--- src/rtl/core/tcp_pkg.sv ---
// tcp_pkg: shared types, constants and helpers of the timecode text parser
`timescale 1ns / 1ps

package tcp_pkg;

  // field and datapath widths
  localparam int CHAR_W  = 16;
  localparam int NUM_W   = 22;
  localparam int DEN_W   = 16;
  localparam int TICK_W  = 63;
  localparam int MA_W    = 64;
  localparam int MB_W    = 42;
  localparam int PROD_W  = 80;
  localparam int VAL_W   = 40;
  localparam int DIG_W   = 4;
  localparam int FRAC_W  = 24;
  localparam int SEC_W   = 40;
  localparam int UNIT_W  = 40;
  localparam int NOM_W   = 17;
  localparam int CFG_IDX_W  = 1;
  localparam int CFG_DATA_W = 22;

  // character codes
  localparam logic [CHAR_W-1:0] CH_SPACE = 16'h0020;
  localparam logic [CHAR_W-1:0] CH_TAB   = 16'h0009;
  localparam logic [CHAR_W-1:0] CH_ZERO  = 16'h0030;
  localparam logic [CHAR_W-1:0] CH_NINE  = 16'h0039;
  localparam logic [CHAR_W-1:0] CH_F_LO  = 16'h0066;
  localparam logic [CHAR_W-1:0] CH_F_UP  = 16'h0046;
  localparam logic [CHAR_W-1:0] CH_COLON = 16'h003A;
  localparam logic [CHAR_W-1:0] CH_POINT = 16'h002E;

  // arithmetic constants
  localparam logic [23:0]      TICKS_PER_SEC = 24'd10000000;
  localparam logic [19:0]      MICRO_SCALE   = 20'd1000000;
  localparam logic [NOM_W-1:0] NOM_CAP       = 17'd100000;

  // configuration register indexes
  localparam logic [CFG_IDX_W-1:0] CFG_NUM = 1'b0;
  localparam logic [CFG_IDX_W-1:0] CFG_DEN = 1'b1;

  typedef enum logic [1:0] {
    FORM_FRAME,
    FORM_FOUR,
    FORM_TIME
  } form_e;

  typedef enum logic [3:0] {
    STEP_UNIT,
    STEP_SCALE,
    STEP_TOPM,
    STEP_NOM,
    STEP_HMS,
    STEP_SEC,
    STEP_NPROD,
    STEP_IDX,
    STEP_PROD,
    STEP_QUOT
  } step_e;

  typedef struct packed {
    logic  char_we;
    logic  prep;
    logic  start;
    step_e step;
    logic  load_out;
    logic  res_ok;
  } cmd_t;

  typedef struct packed {
    logic  pre_ok;
    form_e form;
    logic  nom_ok;
    logic  op_done;
  } stat_t;

  // scale of a fraction with k digits up to seven digits
  function automatic logic [FRAC_W-1:0] frac_scale(input logic [DIG_W-1:0] k);
    logic [FRAC_W-1:0] r;
    case (k)
      4'd1:    r = 24'd1000000;
      4'd2:    r = 24'd100000;
      4'd3:    r = 24'd10000;
      4'd4:    r = 24'd1000;
      4'd5:    r = 24'd100;
      4'd6:    r = 24'd10;
      default: r = 24'd1;
    endcase
    return r;
  endfunction

  // steps that run on the divider
  function automatic logic is_div_step(input step_e s);
    return (s == STEP_NOM) || (s == STEP_IDX) || (s == STEP_QUOT);
  endfunction

endpackage

--- src/rtl/core/tcp_mul.sv ---
// tcp_mul: shift-add multiplier, one multiplier bit per cycle
`timescale 1ns / 1ps

module tcp_mul
  import tcp_pkg::*;
(
  input  logic              clk_i,
  input  logic              rst_ni,
  input  logic              start_i,
  input  logic [MA_W-1:0]   a_i,
  input  logic [MB_W-1:0]   b_i,
  output logic              done_o,
  output logic [PROD_W-1:0] prod_o
);

  localparam int CNT_W = $clog2(MB_W + 1);

  logic [PROD_W-1:0] acc_q, acc_d, a_q, a_d;
  logic [MB_W-1:0]   b_q, b_d;
  logic [CNT_W-1:0]  cnt_q, cnt_d;
  logic              busy_q, busy_d, done_q, done_d;

  // next state of the shift-add loop
  always_comb begin
    acc_d  = acc_q;
    a_d    = a_q;
    b_d    = b_q;
    cnt_d  = cnt_q;
    busy_d = busy_q;
    done_d = 1'b0;
    if (start_i) begin
      acc_d  = '0;
      a_d    = {{(PROD_W-MA_W){1'b0}}, a_i};
      b_d    = b_i;
      cnt_d  = CNT_W'(MB_W);
      busy_d = 1'b1;
    end else if (busy_q) begin
      if (b_q[0]) acc_d = acc_q + a_q;
      a_d   = {a_q[PROD_W-2:0], 1'b0};
      b_d   = {1'b0, b_q[MB_W-1:1]};
      cnt_d = cnt_q - 1'b1;
      if (cnt_q == CNT_W'(1)) begin
        busy_d = 1'b0;
        done_d = 1'b1;
      end
    end
  end

  always_ff @(posedge clk_i or negedge rst_ni) begin
    if (!rst_ni) begin
      busy_q <= 1'b0;
      done_q <= 1'b0;
      cnt_q  <= '0;
    end else begin
      busy_q <= busy_d;
      done_q <= done_d;
      cnt_q  <= cnt_d;
    end
  end

  always_ff @(posedge clk_i) begin
    acc_q <= acc_d;
    a_q   <= a_d;
    b_q   <= b_d;
  end

  assign done_o = done_q;
  assign prod_o = acc_q;

endmodule

--- src/rtl/core/tcp_div.sv ---
// tcp_div: restoring divider, one quotient bit per cycle
`timescale 1ns / 1ps

module tcp_div
  import tcp_pkg::*;
(
  input  logic              clk_i,
  input  logic              rst_ni,
  input  logic              start_i,
  input  logic [PROD_W-1:0] n_i,
  input  logic [MB_W-1:0]   d_i,
  output logic              done_o,
  output logic [PROD_W-1:0] quot_o
);

  localparam int CNT_W = $clog2(PROD_W + 1);

  logic [PROD_W-1:0] nq_q, nq_d;
  logic [MB_W-1:0]   r_q, r_d, d_q, d_d;
  logic [MB_W:0]     rs;
  logic [CNT_W-1:0]  cnt_q, cnt_d;
  logic              busy_q, busy_d, done_q, done_d;

  // shift in the next dividend bit, subtract where it fits
  always_comb begin
    nq_d   = nq_q;
    r_d    = r_q;
    d_d    = d_q;
    cnt_d  = cnt_q;
    busy_d = busy_q;
    done_d = 1'b0;
    rs     = {r_q, nq_q[PROD_W-1]};
    if (start_i) begin
      nq_d   = n_i;
      r_d    = '0;
      d_d    = d_i;
      cnt_d  = CNT_W'(PROD_W);
      busy_d = 1'b1;
    end else if (busy_q) begin
      if (rs >= {1'b0, d_q}) begin
        r_d  = MB_W'(rs - {1'b0, d_q});
        nq_d = {nq_q[PROD_W-2:0], 1'b1};
      end else begin
        r_d  = rs[MB_W-1:0];
        nq_d = {nq_q[PROD_W-2:0], 1'b0};
      end
      cnt_d = cnt_q - 1'b1;
      if (cnt_q == CNT_W'(1)) begin
        busy_d = 1'b0;
        done_d = 1'b1;
      end
    end
  end

  always_ff @(posedge clk_i or negedge rst_ni) begin
    if (!rst_ni) begin
      busy_q <= 1'b0;
      done_q <= 1'b0;
      cnt_q  <= '0;
    end else begin
      busy_q <= busy_d;
      done_q <= done_d;
      cnt_q  <= cnt_d;
    end
  end

  always_ff @(posedge clk_i) begin
    nq_q <= nq_d;
    r_q  <= r_d;
    d_q  <= d_d;
  end

  assign done_o = done_q;
  assign quot_o = nq_q;

endmodule

--- src/rtl/core/tcp_datapath.sv ---
// tcp_datapath: parse state, frame rate registers, arithmetic steps and output item
`timescale 1ns / 1ps

module tcp_datapath
  import tcp_pkg::*;
(
  input  logic                  clk_i,
  input  logic                  rst_ni,
  input  cmd_t                  cmd_i,
  output stat_t                 stat_o,
  input  logic [CHAR_W-1:0]     char_i,
  input  logic                  cfg_we_i,
  input  logic [CFG_IDX_W-1:0]  cfg_index_i,
  input  logic [CFG_DATA_W-1:0] cfg_data_i,
  output logic [TICK_W-1:0]     ticks_o,
  output logic                  valid_res_o
);

  typedef enum logic [1:0] {
    PH_LEAD,
    PH_BODY,
    PH_TRAIL
  } phase_e;

  phase_e            phase_q, phase_d;
  logic              fpm_q, fpm_d, point_q, point_d, err_q, err_d;
  logic [1:0]        idx_q, idx_d;
  logic [VAL_W-1:0]  fval_q [4];
  logic [VAL_W-1:0]  fval_d [4];
  logic [DIG_W-1:0]  fdig_q [4];
  logic [DIG_W-1:0]  fdig_d [4];
  logic [FRAC_W-1:0] frac_q, frac_d;
  logic [DIG_W-1:0]  fracdig_q, fracdig_d;
  logic [NUM_W-1:0]  num_q;
  logic [DEN_W-1:0]  den_q;

  // frame rate registers
  always_ff @(posedge clk_i or negedge rst_ni) begin
    if (!rst_ni) begin
      num_q <= NUM_W'(30);
      den_q <= DEN_W'(1);
    end else if (cfg_we_i) begin
      if (cfg_index_i == CFG_NUM) num_q <= cfg_data_i[NUM_W-1:0];
      if (cfg_index_i == CFG_DEN) den_q <= cfg_data_i[DEN_W-1:0];
    end
  end

  // one character into the parse state
  logic              ws, dig, go;
  logic [3:0]        dval;
  logic [DIG_W-1:0]  ndig;
  phase_e            ph;
  always_comb begin
    phase_d   = phase_q;
    fpm_d     = fpm_q;
    point_d   = point_q;
    err_d     = err_q;
    idx_d     = idx_q;
    fval_d    = fval_q;
    fdig_d    = fdig_q;
    frac_d    = frac_q;
    fracdig_d = fracdig_q;
    ws   = (char_i == CH_SPACE) || (char_i == CH_TAB);
    dig  = (char_i >= CH_ZERO) && (char_i <= CH_NINE);
    dval = char_i[3:0];
    go   = 1'b1;
    ph   = phase_q;
    ndig = '0;
    if (cmd_i.load_out) begin
      phase_d   = PH_LEAD;
      fpm_d     = 1'b0;
      point_d   = 1'b0;
      err_d     = 1'b0;
      idx_d     = '0;
      frac_d    = '0;
      fracdig_d = '0;
      for (int i = 0; i < 4; i++) begin
        fval_d[i] = '0;
        fdig_d[i] = '0;
      end
    end else if (cmd_i.char_we) begin
      if (ph == PH_LEAD) begin
        if (ws) begin
          go = 1'b0;
        end else begin
          ph = PH_BODY;
          if ((char_i == CH_F_LO) || (char_i == CH_F_UP)) begin
            fpm_d = 1'b1;
            go    = 1'b0;
          end
        end
      end
      if (go) begin
        if (ph == PH_TRAIL) begin
          if (!ws) err_d = 1'b1;
        end else if (ws) begin
          ph = PH_TRAIL;
        end else if (dig) begin
          if (point_q && !fpm_q) begin
            ndig = (fracdig_q == 4'd15) ? fracdig_q : fracdig_q + 1'b1;
            fracdig_d = ndig;
            if (ndig <= 4'd7) frac_d = FRAC_W'(frac_q * 4'd10) + FRAC_W'(dval);
          end else begin
            ndig = (fdig_q[idx_q] == 4'd15) ? fdig_q[idx_q] : fdig_q[idx_q] + 1'b1;
            fdig_d[idx_q] = ndig;
            if (ndig <= 4'd12)
              fval_d[idx_q] = VAL_W'(fval_q[idx_q] * 4'd10) + VAL_W'(dval);
          end
        end else if (fpm_q) begin
          err_d = 1'b1;
        end else if (char_i == CH_COLON) begin
          if (point_q || (idx_q == 2'd3)) err_d = 1'b1;
          else idx_d = idx_q + 1'b1;
        end else if (char_i == CH_POINT) begin
          if (point_q) err_d = 1'b1;
          point_d = 1'b1;
        end else begin
          err_d = 1'b1;
        end
      end
      phase_d = ph;
    end
  end

  always_ff @(posedge clk_i or negedge rst_ni) begin
    if (!rst_ni) begin
      phase_q   <= PH_LEAD;
      fpm_q     <= 1'b0;
      point_q   <= 1'b0;
      err_q     <= 1'b0;
      idx_q     <= '0;
      frac_q    <= '0;
      fracdig_q <= '0;
      for (int i = 0; i < 4; i++) begin
        fval_q[i] <= '0;
        fdig_q[i] <= '0;
      end
    end else begin
      phase_q   <= phase_d;
      fpm_q     <= fpm_d;
      point_q   <= point_d;
      err_q     <= err_d;
      idx_q     <= idx_d;
      frac_q    <= frac_d;
      fracdig_q <= fracdig_d;
      fval_q    <= fval_d;
      fdig_q    <= fdig_d;
    end
  end

  // digit count within limits
  function automatic logic hd(input logic [DIG_W-1:0] n, input logic [DIG_W-1:0] most);
    return (n >= 4'd1) && (n <= most);
  endfunction

  // form and range checks on the finished string
  form_e form;
  logic  pre_ok;
  always_comb begin
    pre_ok = 1'b1;
    if (fpm_q) form = FORM_FRAME;
    else if (idx_q == 2'd3) form = FORM_FOUR;
    else form = FORM_TIME;
    if (err_q || (phase_q == PH_LEAD) || (num_q == '0) || (den_q == '0)) begin
      pre_ok = 1'b0;
    end else begin
      case (form)
        FORM_FRAME: pre_ok = hd(fdig_q[0], 4'd12);
        FORM_FOUR: begin
          pre_ok = !point_q && hd(fdig_q[0], 4'd6) && hd(fdig_q[1], 4'd2) &&
                   hd(fdig_q[2], 4'd2) && hd(fdig_q[3], 4'd6) &&
                   (fval_q[1] < VAL_W'(60)) && (fval_q[2] < VAL_W'(60));
        end
        default: begin
          case (idx_q)
            2'd0: pre_ok = hd(fdig_q[0], 4'd9);
            2'd1: pre_ok = hd(fdig_q[0], 4'd7) && hd(fdig_q[1], 4'd2) &&
                           (fval_q[1] < VAL_W'(60));
            default: pre_ok = hd(fdig_q[0], 4'd6) && hd(fdig_q[1], 4'd2) &&
                              (fval_q[1] < VAL_W'(60)) && hd(fdig_q[2], 4'd2) &&
                              (fval_q[2] < VAL_W'(60));
          endcase
          if (point_q && !hd(fracdig_q, 4'd7)) pre_ok = 1'b0;
        end
      endcase
    end
  end

  // hours, minutes and seconds of the string, and the scaled fraction
  logic [19:0]       hh;
  logic [23:0]       mm;
  logic [29:0]       ss;
  logic [SEC_W-1:0]  secs_q;
  logic [FRAC_W-1:0] fracs_q;
  logic [47:0]       frac_prod;
  always_comb begin
    hh = '0;
    mm = '0;
    ss = fval_q[0][29:0];
    if (idx_q == 2'd1) begin
      mm = fval_q[0][23:0];
      ss = fval_q[1][29:0];
    end else if (idx_q != 2'd0) begin
      hh = fval_q[0][19:0];
      mm = fval_q[1][23:0];
      ss = fval_q[2][29:0];
    end
    frac_prod = frac_q * frac_scale(fracdig_q);
  end

  always_ff @(posedge clk_i) begin
    if (cmd_i.prep) begin
      secs_q  <= SEC_W'((SEC_W'(SEC_W'(hh) * 6'd60) + SEC_W'(mm)) * 6'd60) + SEC_W'(ss);
      fracs_q <= point_q ? frac_prod[FRAC_W-1:0] : '0;
    end
  end

  // shared multiplier and divider
  logic [MA_W-1:0]   mul_a;
  logic [MB_W-1:0]   mul_b, div_d;
  logic [PROD_W-1:0] div_n, prod, quot;
  logic              mul_done, div_done;
  logic [UNIT_W-1:0] unit_q;
  logic [35:0]       aux_q;
  logic [NOM_W-1:0]  nom_q;
  logic [MA_W-1:0]   total_q;
  logic [PROD_W-1:0] p_q;
  logic [TICK_W-1:0] ticks_q;

  // operands of the current step
  always_comb begin
    mul_a = '0;
    mul_b = '0;
    div_n = p_q;
    div_d = MB_W'(num_q);
    case (cmd_i.step)
      STEP_UNIT:  begin mul_a = MA_W'(den_q); mul_b = MB_W'(TICKS_PER_SEC); end
      STEP_SCALE: begin mul_a = MA_W'(den_q); mul_b = MB_W'(MICRO_SCALE); end
      STEP_TOPM:  begin mul_a = MA_W'(num_q); mul_b = MB_W'(MICRO_SCALE); end
      STEP_NOM: begin
        div_n = p_q + PROD_W'(aux_q) - PROD_W'(den_q) - PROD_W'(1);
        div_d = MB_W'(aux_q);
      end
      STEP_HMS:   begin mul_a = MA_W'(secs_q); mul_b = MB_W'(nom_q); end
      STEP_SEC:   begin mul_a = MA_W'(secs_q); mul_b = MB_W'(TICKS_PER_SEC); end
      STEP_NPROD: begin mul_a = total_q; mul_b = MB_W'({num_q, 1'b0}); end
      STEP_IDX:   div_d = MB_W'({unit_q, 1'b0});
      STEP_PROD: begin
        mul_a = (form == FORM_FRAME) ? MA_W'(fval_q[0]) : total_q;
        mul_b = MB_W'(unit_q);
      end
      default: ;
    endcase
  end

  tcp_mul u_mul (
    .clk_i   (clk_i),
    .rst_ni  (rst_ni),
    .start_i (cmd_i.start && !is_div_step(cmd_i.step)),
    .a_i     (mul_a),
    .b_i     (mul_b),
    .done_o  (mul_done),
    .prod_o  (prod)
  );

  tcp_div u_div (
    .clk_i   (clk_i),
    .rst_ni  (rst_ni),
    .start_i (cmd_i.start && is_div_step(cmd_i.step)),
    .n_i     (div_n),
    .d_i     (div_d),
    .done_o  (div_done),
    .quot_o  (quot)
  );

  // capture the result of a finished step
  always_ff @(posedge clk_i) begin
    if (mul_done || div_done) begin
      case (cmd_i.step)
        STEP_UNIT:  unit_q  <= prod[UNIT_W-1:0];
        STEP_SCALE: aux_q   <= prod[35:0];
        STEP_TOPM:  p_q     <= prod;
        STEP_NOM: begin
          if (quot == '0) nom_q <= NOM_W'(1);
          else if (quot > PROD_W'(NOM_CAP)) nom_q <= NOM_CAP;
          else nom_q <= quot[NOM_W-1:0];
        end
        STEP_HMS:   total_q <= prod[MA_W-1:0] + MA_W'(fval_q[3]);
        STEP_SEC:   total_q <= prod[MA_W-1:0] + MA_W'(fracs_q);
        STEP_NPROD: p_q     <= prod + PROD_W'(unit_q);
        STEP_IDX:   total_q <= quot[MA_W-1:0];
        STEP_PROD:  p_q     <= prod;
        STEP_QUOT: begin
          if (quot[PROD_W-1:TICK_W] != '0) ticks_q <= '1;
          else ticks_q <= quot[TICK_W-1:0];
        end
        default: ;
      endcase
    end
  end

  // output item register
  logic [TICK_W-1:0] out_ticks_q;
  logic              out_ok_q;
  always_ff @(posedge clk_i) begin
    if (cmd_i.load_out) begin
      out_ok_q    <= cmd_i.res_ok;
      out_ticks_q <= cmd_i.res_ok ? ticks_q : '0;
    end
  end

  assign ticks_o        = out_ticks_q;
  assign valid_res_o    = out_ok_q;
  assign stat_o.pre_ok  = pre_ok;
  assign stat_o.form    = form;
  assign stat_o.nom_ok  = fval_q[3] < VAL_W'(nom_q);
  assign stat_o.op_done = mul_done || div_done;

endmodule

--- src/rtl/core/tcp_ctrl.sv ---
// tcp_ctrl: sequencer for character intake, arithmetic steps and output handshake
`timescale 1ns / 1ps

module tcp_ctrl
  import tcp_pkg::*;
(
  input  logic  clk_i,
  input  logic  rst_ni,
  input  logic  in_valid_i,
  input  logic  in_last_i,
  output logic  in_ready_o,
  output logic  out_valid_o,
  input  logic  out_ready_i,
  output cmd_t  cmd_o,
  input  stat_t stat_i
);

  typedef enum logic [2:0] {
    ST_IDLE,
    ST_PREP,
    ST_RUN,
    ST_WAIT,
    ST_NEXT,
    ST_OUT
  } state_e;

  state_e state_q;
  step_e  step_q;
  logic   ok_q, out_valid_q;
  logic   accept, load;

  // step order for each form
  function automatic step_e next_step(input step_e s, input form_e f);
    step_e n;
    case (s)
      STEP_UNIT: begin
        case (f)
          FORM_FRAME: n = STEP_PROD;
          FORM_FOUR:  n = STEP_SCALE;
          default:    n = STEP_SEC;
        endcase
      end
      STEP_SCALE: n = STEP_TOPM;
      STEP_TOPM:  n = STEP_NOM;
      STEP_NOM:   n = STEP_HMS;
      STEP_HMS:   n = STEP_PROD;
      STEP_SEC:   n = STEP_NPROD;
      STEP_NPROD: n = STEP_IDX;
      STEP_IDX:   n = STEP_PROD;
      default:    n = STEP_QUOT;
    endcase
    return n;
  endfunction

  assign in_ready_o = (state_q == ST_IDLE);
  assign accept     = in_valid_i && in_ready_o;
  assign load       = (state_q == ST_OUT) && (!out_valid_q || out_ready_i);

  // state and registered outputs
  always_ff @(posedge clk_i or negedge rst_ni) begin
    if (!rst_ni) begin
      state_q     <= ST_IDLE;
      step_q      <= STEP_UNIT;
      ok_q        <= 1'b0;
      out_valid_q <= 1'b0;
    end else begin
      if (out_ready_i && !load) out_valid_q <= 1'b0;
      case (state_q)
        ST_IDLE: if (accept && in_last_i) state_q <= ST_PREP;
        ST_PREP: begin
          step_q <= STEP_UNIT;
          ok_q   <= stat_i.pre_ok;
          state_q <= stat_i.pre_ok ? ST_RUN : ST_OUT;
        end
        ST_RUN:  state_q <= ST_WAIT;
        ST_WAIT: if (stat_i.op_done) state_q <= ST_NEXT;
        ST_NEXT: begin
          if (step_q == STEP_QUOT) begin
            state_q <= ST_OUT;
          end else if ((step_q == STEP_NOM) && !stat_i.nom_ok) begin
            ok_q    <= 1'b0;
            state_q <= ST_OUT;
          end else begin
            step_q  <= next_step(step_q, stat_i.form);
            state_q <= ST_RUN;
          end
        end
        ST_OUT: begin
          if (load) begin
            out_valid_q <= 1'b1;
            state_q     <= ST_IDLE;
          end
        end
        default: state_q <= ST_IDLE;
      endcase
    end
  end

  assign out_valid_o    = out_valid_q;
  assign cmd_o.char_we  = accept;
  assign cmd_o.prep     = (state_q == ST_PREP);
  assign cmd_o.start    = (state_q == ST_RUN);
  assign cmd_o.step     = step_q;
  assign cmd_o.load_out = load;
  assign cmd_o.res_ok   = ok_q;

  // a last character is followed by evaluation, not by another intake
  a_last_blocks: assert property (@(posedge clk_i) disable iff (!rst_ni)
    (accept && in_last_i) |=> (state_q == ST_PREP) && !in_ready_o)
    else $error("intake open after last character");

  // a result item appears only through a load
  a_valid_from_load: assert property (@(posedge clk_i) disable iff (!rst_ni)
    $rose(out_valid_q) |-> $past(load))
    else $error("result item without load");

  // a unit is never started while the parser takes characters
  a_no_start_idle: assert property (@(posedge clk_i) disable iff (!rst_ni)
    cmd_o.start |-> !in_ready_o && !cmd_o.load_out)
    else $error("arithmetic start outside evaluation");

endmodule

--- src/rtl/core/timecode_text_parser_top.sv ---
// timecode_text_parser_top: top level of the timecode text parser
`timescale 1ns / 1ps

// Takes a timecode string one character per item and answers with one result
// item on the character marked tlast: tuser is the valid flag, tdata the
// frame-aligned time in 100 ns ticks (zero when rejected). Plain characters
// are taken back to back. The last character starts an evaluation that runs
// on one shared 42-step shift-add multiplier and one 80-step restoring
// divider; input tready is low until the result is loaded into the output
// register, which then waits for m_axis_tready without blocking the next
// string. Frame rate registers: index 0 numerator (reset 30), index 1
// denominator (reset 1); write them only while no string is in progress.

module timecode_text_parser_top
  import tcp_pkg::*;
(
  input  logic                  clk_i,
  input  logic                  rst_ni,
  // input items
  input  logic                  s_axis_tvalid,
  output logic                  s_axis_tready,
  input  logic [15:0]           s_axis_tdata,   // [15:0] character
  input  logic                  s_axis_tlast,
  // result items
  output logic                  m_axis_tvalid,
  input  logic                  m_axis_tready,
  output logic [63:0]           m_axis_tdata,   // [62:0] pts_ticks, [63] zero
  output logic                  m_axis_tuser,   // [0] valid_res
  // configuration writes
  input  logic                  cfg_valid_i,
  output logic                  cfg_ready_o,
  input  logic [CFG_IDX_W-1:0]  cfg_index_i,
  input  logic [CFG_DATA_W-1:0] cfg_data_i
);

  cmd_t              cmd;
  stat_t             stat;
  logic [TICK_W-1:0] ticks;

  assign cfg_ready_o = 1'b1;

  tcp_ctrl u_ctrl (
    .clk_i       (clk_i),
    .rst_ni      (rst_ni),
    .in_valid_i  (s_axis_tvalid),
    .in_last_i   (s_axis_tlast),
    .in_ready_o  (s_axis_tready),
    .out_valid_o (m_axis_tvalid),
    .out_ready_i (m_axis_tready),
    .cmd_o       (cmd),
    .stat_i      (stat)
  );

  tcp_datapath u_dp (
    .clk_i       (clk_i),
    .rst_ni      (rst_ni),
    .cmd_i       (cmd),
    .stat_o      (stat),
    .char_i      (s_axis_tdata),
    .cfg_we_i    (cfg_valid_i && cfg_ready_o),
    .cfg_index_i (cfg_index_i),
    .cfg_data_i  (cfg_data_i),
    .ticks_o     (ticks),
    .valid_res_o (m_axis_tuser)
  );

  assign m_axis_tdata = {1'b0, ticks};

endmodule
--- config.mk ---
export PLATFORM = sky130hd
export DESIGN_NAME = timecode_text_parser_top
export DESIGN_NICKNAME = d
export VERILOG_FILES = /design/src/rtl/core/tcp_pkg.sv /design/src/rtl/core/tcp_mul.sv /design/src/rtl/core/tcp_div.sv /design/src/rtl/core/tcp_datapath.sv /design/src/rtl/core/tcp_ctrl.sv /design/src/rtl/core/timecode_text_parser_top.sv
export SDC_FILE = /design/constraint.sdc
export NUM_CORES = 2
export LEC_CHECK = 0
export BUFFER_PORTS_ARGS = -buffer_cell sky130_fd_sc_hd__buf_2
export CORE_ASPECT_RATIO = 2
export CORE_MARGIN = 2
export CORE_UTILIZATION = 58
export CTS_BUF_LIST = sky130_fd_sc_hd__clkbuf_4
export CTS_CLUSTER_DIAMETER = 30
export CTS_CLUSTER_SIZE = 10
export DETAILED_ROUTE_END_ITERATION = 12
export PLACE_DENSITY = 0.77
export RECOVER_POWER = 25
export REMOVE_ABC_BUFFERS = 1
export SYNTH_ARGS = -nofsm -noshare
export SYNTH_HDL_FRONTEND = slang
export SYNTH_SLANG_ARGS = --single-unit
--- constraint.sdc ---
create_clock -name clk_i -period 11.1 [get_ports clk_i]
set_clock_uncertainty 0.05 [all_clocks]
set_input_delay 0 -clock clk_i [delete_from_list [all_inputs] [get_ports clk_i]]
set_output_delay 0 -clock clk_i [all_outputs]
set_load 0.01 [all_outputs]
==> key figures <==
Run status
  • Status: finished with violations
  • Violated checks: capacitance limit, slew limit

Yosys
  • Synthesized area: around 82000 um2
  • Post-synthesis sequential area ratio: between 30% and 40%
  • #FFs+latches synth: roughly 1100
  • Synth Flop Type: edfxtp_1
  • Yosys Warn Count: 0
  • EDFF count, synth: ~650
  • Ys async rst share: between 20% and 30%
  • Syn_area_per_cell: 9.21 um2
  • Synth cell types: a little under 100
  • Syn Inst Count: approximately 9000

Clock tree
  • Clock Root Buffer: clkbuf_4
  • Clk buf depth: 4
  • Htree depth: 4
  • Worst skew pair latency: 1.17 ns
  • Clock buffer count from CTS: roughly 180
  • CTS Sinks: between 1000 and 1500
  • CTS tree: done
  • Clock Pin Slew Worst Setup and Hold Paths: ~0.11 ns

Critical path
  • Crit path DAT: between 10 and 15 ns
  • Worst R2R Path Depth: 46
  • Reg2reg setup slack: between 0.4 and 0.5 ns
  • Worst setup path class: reg2reg
  • Crit path capture type: flip-flop
  • Slowest stage delay, CP: 0.52 ns
  • Slowest-stage cell, CP: fa_1
  • Reg2reg start: u_dp.idx_q[0]
  • Required time of the critical path: approximately 12 ns
  • Max Fanout on Critical Path: 9
  • CP Launch Type: flip-flop
  • R2R Path End: u_dp.secs_q[32]
  • Top cell by count, worst path: a21oi_1

Power and ir drop
  • Share of power burned in registers: 36.4%
  • Worst VDD drop: around 0.24 mV
  • Pwr Density: approximately 190 nW/um2
  • Clk pwr share: between 15 and 20%
  • Total Power: 16.8 mW
  • Leakage: 39.4 nW
  • Gate power share: between 40 and 50%
  • NetSw: approximately 7.5 mW
  • Net Sw Frac: 44.9%
  • Int Pwr: 9.24 mW

Timing
  • Hold Violations, Final: 0
  • Slew HR: -232%
  • Crit path time final: about 11 ns
  • Setup TNS: 0 ns
  • Ratio of final minimum period to clock period: a little over nine tenths
  • Actual slew at the worst max-slew pin: 4.97 ns
  • Fmax: 94.3 MHz
  • Final setup fails: 0
  • Max Slew Vio Count: about 490

Floorplanning
  • Die H: roughly 540 um
  • Row Count: about 200
  • Die ar.: 145000 um2
  • Die width: around 270 um
  • Starting Density: between 50% and 60%
  • IO Count: 113
  • Core area: roughly 140000 um2

Hold path
  • Hold path cells: 9
  • Hold Path Sink: u_dp.phase_q[1]
  • Hold Crit Class: in2reg
  • HP Start: s_axis_tdata[8]

Drt
  • Vias/cell: ~6.4
  • First drt pass iteration count: 9
  • Vias: 70678
  • Drt wl/cell: 26.3 um
  • Antenna-violating nets left: 0
  • DRC violations left: 0
  • Initial DRC Count: between 5000 and 6000
  • Routed WL: between 200000 and 300000 um

Placed design
  • I/O Buffers: 110
  • HPWL after detailed placement: approximately 220000 um
  • Placer Congestion: ~1.1

GRT
  • Total grt overflow: 0
  • GRT Total Usage: 39.8%
  • Largest net degree at the start of global routing: ~140
  • First-pass GRT wire length: between 400000 and 500000 um
  • Initial antenna violation count: 30
  • Vias in the first global route: approximately 70000

Flow run
  • Max_cap viols: 9

Final layout
  • Fillers: roughly 12000
  • Fraction of layout cells with a size suffix above 1: 7.40%
  • NumNets Final: 9976
  • Synthesis-to-layout area growth: 7.19%
-- area by class of cell --
cell class	instances	area, um2	share of cell area, %
Multi-Input combinational cell	6677	48900	55.5
Sequential cell	1061	29100	33.0
Inverter	779	2930	3.32
Tap cell	1871	2340	2.66
Timing Repair Buffer	309	2160	2.45
Clock buffer	221	1660	1.88
Clock inverter	89	941	1.07
Antenna cell	20	50.0	0.0568
-- sequential cells by signal, indices dropped and copies added, names as in the netlist, 17 cells and up --
name / cells
u_dp.num_q: 22
u_dp.u_mul.a_q: 80
u_dp.nom_q: 17
u_dp.unit_q: 40
u_dp.fval_q: 160
u_dp.secs_q: 35
u_dp.total_q: 64
u_dp.aux_q: 36
u_dp.u_div.r_q: 42
u_dp.fracs_q: 24
u_dp.u_mul.b_q: 40
u_dp.ticks_q: 63
u_dp.ticks_o: 63
u_dp.p_q: 80
u_dp.frac_q: 24
u_dp.u_div.quot_o: 80
u_dp.u_mul.prod_o: 80
u_dp.u_div.d_q: 41
-- layer usage --
| metal | track usage (%) | share of wire, % | wire length (um) |
|---|---|---|---|
| met5 | 0 | 0.050 | 144 |
| met4 | 39.6 | 12 | 35000 |
| met3 | 8.67 | 7.1 | 20800 |
| met2 | 70.5 | 50 | 145000 |
| met1 | 37.4 | 31 | 89800 |
-- power by group through the flow --
stage / Sequential, mW / Combinational [mW] / Clock, mW
after floorplan: 5.76 / 5.01 / 0
after global placement: 6.09 / 7.19 / 0
after detailed placement: 6.11 / 7.34 / 0
after CTS: 6.03 / 7.41 / 3.02
after global routing: 6.12 / 8.30 / 3.17
final: 6.10 / 7.66 / 3.00
-- repair_timing --
item	4_1_cts	5_1_grt
buffers inserted	0	2
resized for setup	0	17
hold buffers	90	0
endpoints found under the hold margin	261	0
setup endpoints to repair	0	5
-- cell usage after synthesis (all sizes together) (25+ instances only) --
master  count  area share, %
a211oi     47           0.43
a21boi     29           0.26
a21o      259            2.4
a21oi     605            3.7
a222oi     69           0.84
a22o      132            1.4
a311oi     29           0.31
a31oi      86           0.65
and2      202            1.5
and3       96           0.73
buf        43           0.22
clkbuf    365            1.7
dfrtp     270            8.2
dfxtp     138            3.4
edfxtp    648             24
fa        285            6.9
ha        643            9.8
inv       779            3.6
mux2       66           0.90
mux2i      62           0.75
mux4       43            1.2
nand2    1064            4.9
nand2b    145            1.1
nand3     150           0.92
nand4      84           0.64
nor2      516            2.4
nor2b     103           0.78
nor3      144           0.91
nor3b      25           0.23
nor4       79           0.60
o211ai     28           0.26
o21a       79           0.72
o21ai     619            3.8
o21bai     64           0.58
o31ai      46           0.42
or2        34           0.26
or3        29           0.22
xnor2     332            3.5
xor2      232            2.5
-- logic make-up after synthesis --
kind of cell               count (synthesis)  share of synthesized area [%]
AOI/OAI and AO/OA                       2272                           17.7
xor gates and xnor gates                 564                           6.03
adders and majority gates                935                           16.8
buffers and inverters                   1187                           5.44
DFF                                     1061                           35.4
muxes                                    171                           2.84
other                                      2                        0.00913
and+or+nand+nor                         2732                           15.8
-- worst max path at each step --
| stage | startpoint | to | depth (start not counted) |
|---|---|---|---|
| finish | u_dp.idx_q[0] | u_dp.secs_q[32] | 46 |
| global route | u_dp.idx_q[0] | u_dp.secs_q[33] | 46 |
| CTS | u_dp.idx_q[0] | u_dp.secs_q[33] | 46 |
| detailed placement | u_dp.idx_q[0] | u_dp.secs_q[33] | 46 |
| global placement | u_dp.idx_q[0] | u_dp.secs_q[32] | 46 |
| floorplan | u_dp.idx_q[0] | u_dp.secs_q[32] | 43 |
-- layout by cell type (no fill, tap or decap), types with 89 or more instances in the layout --
master	n
dfxtp_1	138
clkbuf_4	221
dlygate4sd3_1	89
and2_1	158
buf_4	100
xor2_1	228
a21o_1	259
nor3_1	133
a21oi_1	597
nand2_1	1062
ha_1	641
fa_1	285
o21ai_0	592
and3_1	96
nand3_1	146
xnor2_1	327
edfxtp_1	648
nor2_1	507
nand2b_1	144
inv_1	776
dfrtp_1	267
a22o_1	132
nor2b_1	102
-- worst max-delay path, delay by kind of cell (launching register included) --
family	cells	cell delay, ns
compound gates	22	4.26
fa+ha+maj	9	3.36
simple gates	6	0.98
xor+xnor	4	0.80
flops	1	0.48
buf+inv	5	0.43
-- through the flow --
step                      hold WS (ns)  setup WS, ns  utilization [%]  std cells  instance area (um2)
after CTS                       0.0497         0.383             62.5      11002                88100
after detailed placement       0.00907         0.420             60.0      10602                84600
after global routing             0.176       -0.0778             62.5      11011                88100
final                            0.116         0.491             62.5      11027                88100
after floorplan                 -0.346         -2.25                -       8517                80700
after global placement         0.00361         0.526             60.0      10602                84600
(Power assumes the default switching activity.)
